==> src/sv/rdd_pkg.sv <==
`default_nettype none

package rdd_pkg;

  localparam int unsigned NUM_PROCS = 16;
  localparam int unsigned NUM_RES   = 3;

  // Fixed widths of the row fields: 8 bits per resource, three bytes carried.
  localparam int unsigned FIELD_W   = 24;
  localparam int unsigned FIELD_RES = FIELD_W / 8;
  localparam int unsigned MASK_W    = 16;

  localparam int unsigned IDX_W   = (NUM_PROCS > 1) ? $clog2(NUM_PROCS) : 1;
  localparam int unsigned CNT_W   = $clog2(NUM_PROCS + 1);
  // available plus every process's allocation, per resource
  localparam int unsigned WORK_W  = $clog2(255 * (NUM_PROCS + 1) + 1);

  localparam int unsigned APB_AW  = 3;
  localparam int unsigned APB_DW  = 32;

  localparam logic REG_AVAIL = 1'b0;

  typedef logic [NUM_RES-1:0][WORK_W-1:0] work_t;

  function automatic logic [7:0] res_byte(input logic [FIELD_W-1:0] vec, input int unsigned j);
    logic [7:0] b;
    b = 8'd0;
    if (j < FIELD_RES) begin
      b = vec[8*j +: 8];
    end
    return b;
  endfunction

endpackage

`default_nettype wire

==> src/sv/rdd_row_unit.sv <==
`default_nettype none

// Shared row evaluator: compares one row's request against the work vector
// and forms the work vector with that row's allocation returned.
module rdd_row_unit (
  input  wire rdd_pkg::work_t               work_i,
  input  wire logic [rdd_pkg::FIELD_W-1:0]  alloc_i,
  input  wire logic [rdd_pkg::FIELD_W-1:0]  req_i,
  output rdd_pkg::work_t                    work_o,
  output logic                              fits_o
);

  always_comb begin
    fits_o = 1'b1;
    for (int unsigned j = 0; j < rdd_pkg::NUM_RES; j++) begin
      if (rdd_pkg::WORK_W'(rdd_pkg::res_byte(req_i, j)) > work_i[j]) begin
        fits_o = 1'b0;
      end
      work_o[j] = work_i[j] + rdd_pkg::WORK_W'(rdd_pkg::res_byte(alloc_i, j));
    end
  end

endmodule

`default_nettype wire

==> src/sv/resource_deadlock_detector.sv <==
`default_nettype none

// Loading: one request per cycle, start accepted whenever busy is low.
// Detection after the last row: one row per cycle through the shared row
// evaluator; passes run until one finishes nobody.
// done_o pulses one cycle with the result; it cannot be stalled.
// Reset: asynchronous, clears row count, flags, work vector and available register.
module resource_deadlock_detector (
  input  wire logic                          clk_i,
  input  wire logic                          rst_ni,
  input  wire logic                          start,
  output logic                               busy,
  input  wire logic [rdd_pkg::FIELD_W-1:0]   alloc_vector_i,
  input  wire logic [rdd_pkg::FIELD_W-1:0]   request_vector_i,
  input  wire logic                          last_row_i,
  output logic                               done_o,
  output logic [rdd_pkg::MASK_W-1:0]         deadlock_mask_o,
  output logic                               deadlock_free_o,
  input  wire logic                          psel,
  input  wire logic                          penable,
  input  wire logic                          pwrite,
  input  wire logic [rdd_pkg::APB_AW-1:0]    paddr,
  input  wire logic [rdd_pkg::APB_DW-1:0]    pwdata,
  output logic [rdd_pkg::APB_DW-1:0]         prdata,
  output logic                               pready
);

  typedef enum logic [1:0] {ST_IDLE, ST_SCAN, ST_FINISH} state_e;

  state_e                           state_q;
  logic [rdd_pkg::FIELD_W-1:0]      avail_q;
  logic [rdd_pkg::CNT_W-1:0]        count_q;
  logic [rdd_pkg::IDX_W-1:0]        idx_q;
  logic                             progress_q;
  logic [rdd_pkg::NUM_PROCS-1:0]    fin_q;
  rdd_pkg::work_t                   work_q;

  logic [rdd_pkg::FIELD_W-1:0]      alloc_mem [rdd_pkg::NUM_PROCS];
  logic [rdd_pkg::FIELD_W-1:0]      req_mem   [rdd_pkg::NUM_PROCS];
  logic [rdd_pkg::FIELD_W-1:0]      alloc_rd_q;
  logic [rdd_pkg::FIELD_W-1:0]      req_rd_q;

  logic                             accept;
  logic                             store_row;
  logic [rdd_pkg::IDX_W-1:0]        wr_idx;
  logic [rdd_pkg::IDX_W-1:0]        rd_idx;
  logic [rdd_pkg::IDX_W-1:0]        last_idx;
  rdd_pkg::work_t                   work_sum;
  logic                             fits;
  logic                             take;
  logic [rdd_pkg::MASK_W-1:0]       mask;
  logic                             all_done;
  rdd_pkg::work_t                   work_init;

  assign busy      = (state_q != ST_IDLE);
  assign accept    = start && !busy;
  assign store_row = accept && (count_q < rdd_pkg::CNT_W'(rdd_pkg::NUM_PROCS));
  assign wr_idx    = count_q[rdd_pkg::IDX_W-1:0];
  assign last_idx  = rdd_pkg::IDX_W'(count_q - 1'b1);

  // prefetch the row the scan looks at next
  assign rd_idx = ((state_q == ST_SCAN) && (idx_q != last_idx))
                  ? idx_q + 1'b1 : '0;

  // APB: single register, word-decoded
  assign pready = 1'b1;
  assign prdata = (paddr[2] == rdd_pkg::REG_AVAIL)
                  ? rdd_pkg::APB_DW'(avail_q) : '0;

  rdd_row_unit u_row (
    .work_i  (work_q),
    .alloc_i (alloc_rd_q),
    .req_i   (req_rd_q),
    .work_o  (work_sum),
    .fits_o  (fits)
  );

  assign take = !fin_q[idx_q] && fits;

  always_comb begin
    for (int unsigned j = 0; j < rdd_pkg::NUM_RES; j++) begin
      work_init[j] = rdd_pkg::WORK_W'(rdd_pkg::res_byte(avail_q, j));
    end
  end

  always_comb begin
    mask     = '0;
    all_done = 1'b1;
    for (int unsigned i = 0; i < rdd_pkg::NUM_PROCS; i++) begin
      if ((i < count_q) && !fin_q[i]) begin
        all_done = 1'b0;
        if (i < rdd_pkg::MASK_W) begin
          mask[i] = 1'b1;
        end
      end
    end
  end

  always_ff @(posedge clk_i) begin
    if (store_row) begin
      alloc_mem[wr_idx] <= alloc_vector_i;
      req_mem[wr_idx]   <= request_vector_i;
    end
    // a row stored at this edge goes straight to the read register
    if (store_row && (wr_idx == rd_idx)) begin
      alloc_rd_q <= alloc_vector_i;
      req_rd_q   <= request_vector_i;
    end else begin
      alloc_rd_q <= alloc_mem[rd_idx];
      req_rd_q   <= req_mem[rd_idx];
    end
  end

  always_ff @(posedge clk_i or negedge rst_ni) begin
    if (!rst_ni) begin
      state_q         <= ST_IDLE;
      avail_q         <= '0;
      count_q         <= '0;
      idx_q           <= '0;
      progress_q      <= 1'b0;
      fin_q           <= '0;
      work_q          <= '0;
      done_o          <= 1'b0;
      deadlock_mask_o <= '0;
      deadlock_free_o <= 1'b0;
    end else begin
      done_o <= 1'b0;
      if (psel && penable && pwrite && pready && (paddr[2] == rdd_pkg::REG_AVAIL)) begin
        avail_q <= pwdata[rdd_pkg::FIELD_W-1:0];
      end
      unique case (state_q)
        ST_IDLE: begin
          if (accept) begin
            if (store_row) begin
              count_q        <= count_q + 1'b1;
              fin_q[wr_idx]  <= (alloc_vector_i == '0);
            end
            if (last_row_i) begin
              state_q    <= ST_SCAN;
              idx_q      <= '0;
              progress_q <= 1'b0;
              work_q     <= work_init;
            end
          end
        end
        ST_SCAN: begin
          if (take) begin
            work_q       <= work_sum;
            fin_q[idx_q] <= 1'b1;
          end
          if (idx_q == last_idx) begin
            idx_q      <= '0;
            progress_q <= 1'b0;
            // a pass that finished nobody ends detection
            if (!(progress_q || take)) begin
              state_q <= ST_FINISH;
            end
          end else begin
            idx_q      <= idx_q + 1'b1;
            progress_q <= progress_q || take;
          end
        end
        ST_FINISH: begin
          done_o          <= 1'b1;
          deadlock_mask_o <= mask;
          deadlock_free_o <= all_done;
          count_q         <= '0;
          state_q         <= ST_IDLE;
        end
        default: state_q <= ST_IDLE;
      endcase
    end
  end

  a_count_bound: assert property (@(posedge clk_i) disable iff (!rst_ni)
    count_q <= rdd_pkg::CNT_W'(rdd_pkg::NUM_PROCS))
    else $error("row count beyond store depth");

  a_scan_in_range: assert property (@(posedge clk_i) disable iff (!rst_ni)
    (state_q == ST_SCAN) |-> ((count_q != '0) && (idx_q <= last_idx)))
    else $error("scan index outside loaded rows");

  a_done_after_finish: assert property (@(posedge clk_i) disable iff (!rst_ni)
    done_o |-> ($past(state_q) == ST_FINISH) && !busy && (count_q == '0))
    else $error("result strobe without finish step");

  a_flag_consistent: assert property (@(posedge clk_i) disable iff (!rst_ni)
    (done_o && deadlock_free_o) |-> (deadlock_mask_o == '0))
    else $error("deadlock-free flag set with deadlocked rows");

  a_finish_stable: assert property (@(posedge clk_i) disable iff (!rst_ni)
    (state_q == ST_FINISH) |=> done_o)
    else $error("finish step produced no result");

endmodule

`default_nettype wire

==> config.mk <==
export PLATFORM = sky130hd
export DESIGN_NAME = resource_deadlock_detector
export DESIGN_NICKNAME = d
export VERILOG_FILES = /design/src/sv/rdd_pkg.sv /design/src/sv/rdd_row_unit.sv /design/src/sv/resource_deadlock_detector.sv
export SDC_FILE = /design/constraint.sdc
export NUM_CORES = 1
export LEC_CHECK = 0
export ABC_CLOCK_PERIOD_IN_PS = 6400
export BUFFER_PORTS_ARGS = -buffer_cell sky130_fd_sc_hd__buf_2
export CORE_MARGIN = 8
export CORE_UTILIZATION = 30
export CTS_CLUSTER_DIAMETER = 50
export DETAILED_ROUTE_END_ITERATION = 6
export GPL_TIMING_DRIVEN = 0
export SYNTH_ARGS = -nofsm -noshare
export SYNTH_HDL_FRONTEND = slang
export SYNTH_SLANG_ARGS = --single-unit
==> constraint.sdc <==
create_clock -name clk_i -period 6.4 [get_ports clk_i]
set_input_delay 0.64 -clock clk_i [delete_from_list [all_inputs] [get_ports clk_i]]
set_output_delay 0.64 -clock clk_i [all_outputs]
set_load 0.1 [all_outputs]
* Yosys cells after proc, flatten, opt, wreduce, memory -nomap -nowiden *
Memory sizes are Yosys's and may differ from the RTL's. A register that Yosys moved wholly into a read port is not among the register bits.
Cells that the tools add are included.

storage, ports and cells
  output and inout bits = 52
  register bits after elaboration = 109
  bits in writable memories = 768
  memories kept = 2

memory list
  memory     depth  bits a word  rd ports  clocked after memory_dff  write ports  RTL line                          source
  alloc_mem  16     24           1         1                         1            resource_deadlock_detector.sv:38  logic [rdd_pkg::FIELD_W-1:0] alloc_mem [rdd_pkg::NUM_PROCS];
  req_mem    16     24           1         1                         1            resource_deadlock_detector.sv:39  logic [rdd_pkg::FIELD_W-1:0] req_mem [rdd_pkg::NUM_PROCS];

operators by class
  bitwise operators = 2
  add/sub/neg operators = 6
  mux-type cells = 71
  $lt $le $gt $ge = 24
  eq/ne operators = 10
  reduce and logical (&&, ||, !) cells = 54

operators with widths
  kind                                                         number
  two-way mux 39 bit                                           3
  case mux 39 bit (2 select lines)                             1
  two-way mux 16 bit                                           3
  two-way mux 1 bit                                            44
  less-than comparator 4 x 5 -> 1 bit (first input constant)   8
  adder 13 x 8 -> 13 bit                                       3
  > comparator 8 x 13 -> 1 bit                                 3
  case mux 16 bit (2 select lines)                             1
  logical AND 1 bit                                            25
  zero test 24 bit                                             1
  two-way mux 24 bit                                           1
  less-than comparator 3 x 5 -> 1 bit (first input constant)   4
  zero test 1 bit                                              18
  bitwise mux 16 bit                                           1
  two-way mux 4 bit                                            4
  OR 16 bit                                                    1
  AND reduction 4 bit                                          3
  less-than comparator 1 x 5 -> 1 bit (first input constant)   2
  less-than comparator 2 x 5 -> 1 bit (first input constant)   2
  less-than comparator 4 x 5 -> 1 bit (second input constant)  2
  two-way mux 5 bit                                            2
  inequality test 2 bit (second input constant)                5
  case mux 5 bit (2 select lines)                              1
  demux 1 bit (select 4 bit)                                   2
  other kinds (20)                                             27

* Depth between registers and ports, before layout *
Gate-level depths: netlist of the first run.

  depth in word-level cells = 18
  depth in mapped cells = 16
  depth with buffers taken out = 12

* Modules after synthesis *
From an unflattened synthesis of the first run, not the netlist that was laid out.

unflattened totals
  cells, all modules = 1893
  area, all modules = 36648.9 um^2

modules (own cells, without submodules)
  module                      cells each  area each (um^2)  times used  sequential area each (um^2)
  resource_deadlock_detector  1637        34722.1           1           25869.8
  rdd_row_unit                256         1926.8            1           0.0

* Least setup slack after synthesis of the first run *
Ideal clock, no wire load.

  kind = in2reg
  start point = input start
  end point = memory alloc_mem[7][0] (netlist name), enable pin
  path slack = 1.334 ns
  stages on the path = 4
  arrival = 4.553 ns
  cell sequence = nand2b_1 > or3_1 > clkbuf_1 > nor3_1

between the ends
  cells in the longest elaborated chain, start to end = 4

ends and longest elaborated chain
  element                                  RTL line                           source
  from (decl)                              resource_deadlock_detector.sv:11   input wire logic start,
  logical AND 1 bit                        resource_deadlock_detector.sv:56   assign accept = start && !busy;
  logical AND 1 bit                        resource_deadlock_detector.sv:57   assign store_row = accept && (count_q < rdd_pkg::CNT_W'(rdd_pkg::NUM_PROCS));
  two-way mux 1 bit                        resource_deadlock_detector.sv:100  if (store_row) begin
  two-way mux 1 bit (not written as such)  resource_deadlock_detector.sv:101  alloc_mem[wr_idx] <= alloc_vector_i;
  to (decl)                                resource_deadlock_detector.sv:38

No other way between the ends.

==> metrics.md, run 1 <==
| Metric | Value |
|---|---|
| Status | `complete, no violations` |
| Die height | `363 µm` |
| Crit. path cell count | `15` |
| Worst hold slack | `0.239 ns` |
| Vias | `19500` |
| HP Class | `in2reg` |
| Wirelength per Cell | `25.9 µm` |
| Worst VDD drop | `257 µV` |
| HP Start | `pwdata[12]` |
| GP Congestion | `0.885` |
| Critical Path RT | `6.91 ns` |
| Cts bufs inserted | `102` |
| Synth Area in Adders | `2.14%` |
| Buf/Inv on CP | `5` |
| Skew final | `0.0595 ns` |
| CTS tree | `done` |
| Yosys cell types | `69` |
| Sequential power share | `34.9%` |
| Detailed placer's ending HPWL | `62.5 mm` |
| Crit path capture type | `flop` |
| Net switching power | `6.98 mW` |
| Pre-CTS setup slack | `0.269 ns` |
| Synth Area in XOR/XNOR | `0.437%` |
| Grt ovf | `0` |
| Final worst slack | `0.387 ns` |
| Ys async rst share | `12.4%` |
| DRT Wirelength | `99.0 mm` |
| RSZ-0062 raised after global routing | `no` |
| Int Pwr | `12.8 mW` |
| Yosys warnings | `0` |
| Largest net degree at the start of global routing | `98` |
| Vias in the first global route | `19900` |
| Die X | `363 µm` |
| IO Count | `142` |
| Root buf cell | `clkbuf_16` |
| DRC | `0` |
| Syn Std Cell Area | `36100 µm²` |
| Global Route Usage Sum | `14.7%` |
| Fin crit share | `94.0%` |
| Number of vias per cell | `5.10` |
| Fraction of layout cells with a size suffix above 1 | `28.5%` |
| Switching share of power | `35.3%` |
| Compound-cell area share of the yosys netlist | `3.59%` |
| Slew Limit Fails | `0` |
| WHS Path Cells | `2` |
| Area grow syn2layout | `18.7%` |
| H-tree depth | `3` |
| Detailed router's first-iteration violation count | `2198` |
| Endpoints failing setup | `0` |
| Latest clock arrival within the worst-skew pair | `0.68 ns` |
| Mux contribution to synthesized area | `16.8%` |
| Die ar. | `132000 µm²` |
| First-pass GRT wire length | `141 mm` |
| Slew @ Worst Pin | `1.25 ns` |
| Kind of critical path | `reg2reg` |
| Max-Cap Viols | `0` |
| Simple logic cell fraction of the synthesized area | `3.55%` |
| Rows | `127` |
| Largest family of logic cells by synthesized area | `multiplexers` |
| Logic pwr share | `35.9%` |
| Synthesized flop and latch total | `881` |
| Tmin final | `6.01 ns` |
| Ys flop type | `edfxtp_1` |
| Fmax | `166 MHz` |
| Final Hold Viols | `0` |
| Clock sinks | `881` |
| Fillers | `11000` |
| Initial Utilization | `30.1%` |
| Router iterations before antenna repair | `6` |
| Crit path launch type | `flop` |
| Clk pwr share | `29.2%` |
| Leakage power | `14.2 nW` |
| Slew headroom | `16.3%` |
| Worst EP arrival | `6.52 ns` |
| Clock tree buffer depth | `3` |
| IO Port Bufs | `122` |
| Clock slew at reported path FFs | `0.06 ns` |
| CP dominant cell by count | `clkbuf_1` |
| ANT nets after route | `0` |
| Crit-path cells | `clkbuf_1, clkbuf_1, buf_1, mux4_2, mux4_2, ha_1, and3_1, o21a_1, or4_1, a31oi_4, a31oi_1, buf_2, clkbuf_1, nand2_1, o21ai_0` |
| Register area share after synthesis | `71.7%` |
| Power Dens Cells | `462 nW/µm²` |
| Core ar. | `120000 µm²` |
| Synthesized instance count | `1852` |
| Family with the most delay on the worst path | `buffers and inverters` |
| Average size of a mapped cell | `19.5 µm²` |
| Fin nets | `2266` |
| Slowest CP cell | `buf_1` |
| Crit Path Max Fanout | `10` |
| Largest stage delay on the critical path | `0.98 ns` |
| Initial antenna violation count | `26` |
| Post-synth EDFFs | `768` |
| R2R cell count | `15` |
| # Post-CTS Setup Buffers | `0` |
==> path summary, 6_finish.rpt <==
check,end,slack (ns)
setup / recovery,work_q[20],0.39
hold / removal,avail_q[12],0.24
setup reg to reg,work_q[20],0.39
hold reg to reg,deadlock_mask_o[15],0.48
max in group asynchronous,idx_q[0],5.29
min in group asynchronous,count_q[3],0.39
==> cell usage in the layout (no fill, tap or decap), types with 17 or more instances in the layout <==
cell,n
mux2_2,29
edfxtp_1,768
nor2_1,48
nor2b_1,34
mux2i_1,20
buf_1,22
clkbuf_16,102
a21oi_1,38
dfrtp_1,109
ha_1,57
clkbuf_1,83
o21ai_0,46
inv_1,45
mux4_2,242
a211oi_1,21
nor3_1,19
nand2_1,71
buf_2,123
o31ai_1,17
==> state kept, by name, indices dropped and copies added, names as in the netlist, named ones only <==
register / cells
deadlock_free_o: 1
alloc_mem: 384
work_q: 39
req_mem: 384
avail_q: 24
state_q: 2
progress_q: 1
fin_q: 16
idx_q: 4
deadlock_mask_o: 16
done_o: 1
count_q: 5
==> worst register-to-register path, stage by stage (launching register included) <==
cell and delay [ns]:
dfxtp_1 0.31, clkbuf_1 0.13, clkbuf_1 0.77, buf_1 0.98, mux4_2 0.63, mux4_2 0.56
ha_1 0.33, and3_1 0.19, o21a_1 0.10, or4_1 0.56, a31oi_4 0.26, a31oi_1 0.12
buf_2 0.26, clkbuf_1 0.39, nand2_1 0.17, o21ai_0 0.10
==> cells by family after synthesis <==
group                    count (synthesis)
adder cells (fa/ha/maj)                 60
XOR/XNOR                                18
multiplexers                           294
other                                    2
AO/OA/AOI/OAI                          194
AND/OR/NAND/NOR                        252
buffers and inverters                  151
flip-flops                             881
==> synth_stat cells, types with 6 or more instances <==
cell type | count | area (µm²)
a31oi_1 | 10 | 62.6
edfxtp_1 | 768 | 23100
mux4_2 | 242 | 5450
nand2b_1 | 9 | 56.3
nor4_1 | 10 | 62.6
mux2_2 | 29 | 327
a211oi_1 | 21 | 158
inv_1 | 48 | 180
dfrtp_1 | 109 | 2730
nand2_1 | 71 | 267
nor2_1 | 49 | 184
xor2_1 | 6 | 52.6
a21oi_1 | 38 | 190
xnor2_1 | 12 | 105
ha_1 | 57 | 713
mux2i_1 | 20 | 200
nand3_1 | 15 | 75.1
o31ai_1 | 17 | 128
o21a_1 | 8 | 60.1
and3_1 | 16 | 100
o211ai_1 | 6 | 45.0
buf_4 | 9 | 67.6
clkbuf_1 | 65 | 244
a21o_1 | 9 | 67.6
a32oi_1 | 6 | 52.6
o21ai_0 | 46 | 230
nor2b_1 | 34 | 213
buf_1 | 23 | 86.3
nor3_1 | 21 | 105
==> power groups by stage <==
| stage | clock network, mW | logic [mW] | registers (mW) |
|---|---|---|---|
| floorplan | 0 | 4.72 | 7.10 |
| global placement | 0 | 6.91 | 7.00 |
| detailed placement | 0 | 7.11 | 7.00 |
| CTS | 5.86 | 7.14 | 6.88 |
| global route | 6.07 | 7.60 | 6.93 |
| finish | 5.77 | 7.10 | 6.89 |
==> layer usage <==
layer	part of all wire, %	global-route usage [%]
met5	0.026	0
met4	3.5	4.93
met3	9.0	3.56
met2	45	22.6
met1	43	20.5
==> cell type report <==
class / count / area (µm²) / share of cell area, %
Sequential cell: 881 / 25900 / 60.4
Multi-Input combinational cell: 827 / 9660 / 22.6
Clock buffer: 122 / 2630 / 6.14
Tap cell: 1612 / 2020 / 4.71
Timing Repair Buffer: 153 / 1190 / 2.79
Clock inverter: 69 / 749 / 1.75
Buffer: 102 / 449 / 1.05
Inverter: 49 / 191 / 0.447
Antenna cell: 13 / 32.5 / 0.0760
==> per-stage QoR <==
step                total power, mW  std cells  TNS (ns)  instance area [µm²]  util, %
finish                         19.8       3828         0                42800     35.8
floorplan                      11.8       1859         0                36100        -
CTS                            19.9       3815         0                42800     35.7
global placement               13.9       3593   -435.15                38700     32.4
global route                   20.6       3817         0                42800     35.7
detailed placement             14.1       3623         0                39400     32.9
==> timing repair <==
item / 4_1_cts / 5_1_grt
hold buffers: 1 / 0
endpoints found under the setup margin: 0 / 14
resized for setup: 0 / 5
endpoints found under the hold margin: 12 / 0
Note: power is estimated with default switching activity, not from simulation.
==> run 2, diff against run 1 <==
--- a/config.mk
+++ b/config.mk
@@ -7,6 +7,8 @@
 export LEC_CHECK = 0
 export ABC_CLOCK_PERIOD_IN_PS = 6400
 export BUFFER_PORTS_ARGS = -buffer_cell sky130_fd_sc_hd__buf_2
+export CAP_MARGIN = 25
+export CORE_ASPECT_RATIO = 1.4
 export CORE_MARGIN = 8
 export CORE_UTILIZATION = 30
 export CTS_CLUSTER_DIAMETER = 50
==> run 2 against run 1 <==
Net effect: clock skew down 0.032 ns; total power fell by 2.4%; via count is 3.0% lower; cell count fell by 0.71%; setup slack better by 0.19 ns; critical endpoint is now work_q[2]; largest cell class unchanged.
==> metrics.md, run 2 (synthesis gave the netlist of run 1 again) <==
| Metric | Value |
|---|---|
| Pre-CTS setup slack | `0.358 ns (was 0.269 ns)` |
| Area grow syn2layout | `18.0% (was 18.7%)` |
| Clock tree buffer depth | `3 (unchanged)` |
| Crit Path Max Fanout | `10 (unchanged)` |
| IO Count | `142 (unchanged)` |
| First-pass GRT wire length | `140 mm (was 141 mm)` |
| DRT Wirelength | `98.1 mm (was 99.0 mm)` |
| Detailed router's first-iteration violation count | `1600 (was 2198)` |
| Vias in the first global route | `20200 (was 19900)` |
| Final worst slack | `0.576 ns (was 0.387 ns)` |
| Cts bufs inserted | `86 (was 102)` |
| Worst reg-to-reg setup slack | `0.58 ns (was 0.39 ns)` |
| R2R cell count | `15 (unchanged)` |
| Total power draw | `19.3 mW (was 19.8 mW)` |
| DRC | `0 (unchanged)` |
| GP Congestion | `0.893 (was 0.885)` |
| Root buf cell | `clkbuf_16 (unchanged)` |
| M2 GR Usage | `26.0% (was 22.6%)` |
| Met1 Usage GRT | `17.3% (was 20.5%)` |
| Crit-path cells | `clkbuf_1, clkbuf_1, buf_1, mux4_2, mux4_2, ha_1, and3_1, o21a_1, or4_1, a31oi_4, a31oi_1, buf_2, buf_2, a211oi_1, a21oi_1 (was clkbuf_1, clkbuf_1, buf_1, mux4_2, mux4_2, ha_1, and3_1, o21a_1, or4_1, a31oi_4, a31oi_1, buf_2, clkbuf_1, nand2_1, o21ai_0)` |
| Max-Cap Viols | `0 (unchanged)` |
| Worst VDD drop | `295 µV (was 257 µV)` |
| H-tree depth | `3 (unchanged)` |
| Die X | `309 µm (was 363 µm)` |
| Crit path capture type | `flop (unchanged)` |
| Vias | `18900 (was 19500)` |
| Fin Setup TNS | `0 ns (unchanged)` |
| Power Dens Cells | `453 nW/µm² (was 462 nW/µm²)` |
| Rows | `150 (was 127)` |
| Detailed placer's ending HPWL | `66.0 mm (was 62.5 mm)` |
| RSZ-0062 raised after global routing | `no (unchanged)` |
| Design Area, Final | `42600 µm² (was 42800 µm²)` |
| Grt ovf | `0 (unchanged)` |
| Slew @ Worst Pin | `1.09 ns (was 1.25 ns)` |
| HP Class | `in2reg (unchanged)` |
| Critical path endpoint | `work_q[2] (was work_q[20])` |
| Slew headroom | `27.3% (was 16.3%)` |
| Largest net degree at the start of global routing | `80 (was 98)` |
| Wirelength per Cell | `25.8 µm (was 25.9 µm)` |
| Fraction of layout cells with a size suffix above 1 | `28.4% (was 28.5%)` |
| Initial Utilization | `30.2% (was 30.1%)` |
| Largest stage delay on the critical path | `0.78 ns (was 0.98 ns)` |
| Buf/Inv on CP | `5 (unchanged)` |
| Slowest CP cell | `clkbuf_1 (was buf_1)` |
| Leading registers by flop count | `alloc_mem (384), req_mem (384), work_q (39) (unchanged)` |
| Slew Limit Fails | `0 (unchanged)` |
| Commonest non-fill, non-tap cell in the layout | `edfxtp_1 (unchanged)` |
| Worst EP arrival | `6.33 ns (was 6.52 ns)` |
| Critical Path RT | `6.91 ns (about the same)` |
| CTS tree | `done (unchanged)` |
| Clock sinks | `881 (unchanged)` |
| Endpoints failing setup | `0 (unchanged)` |
| Final Hold Viols | `0 (unchanged)` |
| Crit path launch type | `flop (unchanged)` |
| Initial antenna violation count | `26 (unchanged)` |
| Number of vias per cell | `4.98 (was 5.10)` |
| Leakage power | `14.1 nW (was 14.2 nW)` |
| Busiest layer in global routing | `met2 (unchanged)` |
| Tmin final | `5.82 ns (was 6.01 ns)` |
| IO Port Bufs | `122 (unchanged)` |
| Worst r2r dst | `work_q[2] (was work_q[20])` |
| ANT nets after route | `0 (unchanged)` |
| Die height | `426 µm (was 363 µm)` |
| Fin nets | `2273 (was 2266)` |
| Worst hold slack | `0.214 ns (was 0.239 ns)` |
| Crit. path cell count | `15 (unchanged)` |
| Die ar. | `132000 µm² (about the same)` |
| Most frequent cells in the layout | `edfxtp_1 (768), mux4_2 (242), buf_2 (123) (unchanged)` |
| Core ar. | `119000 µm² (was 120000 µm²)` |
| Router iterations before antenna repair | `6 (unchanged)` |
| Skew final | `0.0280 ns (was 0.0595 ns)` |
| Clock slew at reported path FFs | `0.07 ns (was 0.06 ns)` |
| Family with the most delay on the worst path | `buffers and inverters (unchanged)` |
| Fin crit share | `91.0% (was 94.0%)` |
| Kind of critical path | `reg2reg (unchanged)` |
| Global Route Usage Sum | `14.7% (about the same)` |
| Fmax | `172 MHz (was 166 MHz)` |
| Area after DPL | `39600 µm² (was 39400 µm²)` |
| Met3 GRT Util | `3.01% (was 3.56%)` |
| Status | `complete, no violations (unchanged)` |
| Latest clock arrival within the worst-skew pair | `0.67 ns (was 0.68 ns)` |
run 2: cell types whose count changed in the layout (fill, tap and decap cells not counted), sizes merged:
cell and delta:
clkbuf -25, bufinv +1, diode -3, inv -3
clkinvlp -8, buf +24, clkinv +3
run 2: routing by layer:
layer / share of wire [%] / vias up
li1: - / 8101
met2: 51 / 655
met3: 6.9 / 168
met4: 4.2 / 20
met1: 38 / 9979
met5: 0.13 / -
run 2: power by group:
| group | total [mW] | internal, mW | leakage, nW | switching [mW] |
|---|---|---|---|---|
| combinational | 7.29 | 2.97 | 4.45 | 4.32 |
| sequential | 6.88 | 6.62 | 8.29 | 0.258 |
| clock | 5.12 | 2.92 | 1.41 | 2.19 |
| total | 19.3 | 12.5 | 14.1 | 6.77 |
run 2: per-stage QoR:
stage,cells,util (%)
after floorplan,1859,-
after global placement,3577,32.4
after detailed placement,3625,33.2
after CTS,3786,35.6
after global routing,3792,35.6
final,3801,35.7
run 2: worst min-delay path by stage:
| stage | start | endpoint | slack (ns) | cells past startpoint |
|---|---|---|---|---|
| global placement | deadlock_mask_o[5] | deadlock_mask_o[5] | 0.47 | 1 |
| global route | pwdata[15] | avail_q[15] | 0.20 | 2 |
| floorplan | rst_ni | avail_q[0] | 0.34 | 0 |
| finish | pwdata[9] | avail_q[9] | 0.21 | 2 |
| detailed placement | deadlock_mask_o[7] | deadlock_mask_o[7] | 0.48 | 2 |
| CTS | pwdata[15] | avail_q[15] | 0.17 | 2 |
run 2: area by class of cell:
type,instances,area (µm²)
timing repair buffer,176,1550
sequential,881,25900
clock inverter,62,611
inverter,49,191
clock buffer,98,2220
fill,11100,76800
antenna,10,25.0
buffer,102,445
multi-input combinational,827,9660
tap,1596,2000
run 2: what timing repair did:
| action | in CTS | in global routing |
|---|---|---|
| endpoints found under the hold margin | 30 | 0 |
| hold buffers | 1 | 0 |
| gates resized for setup | 0 | 0 |
| buffers inserted | 0 | 0 |
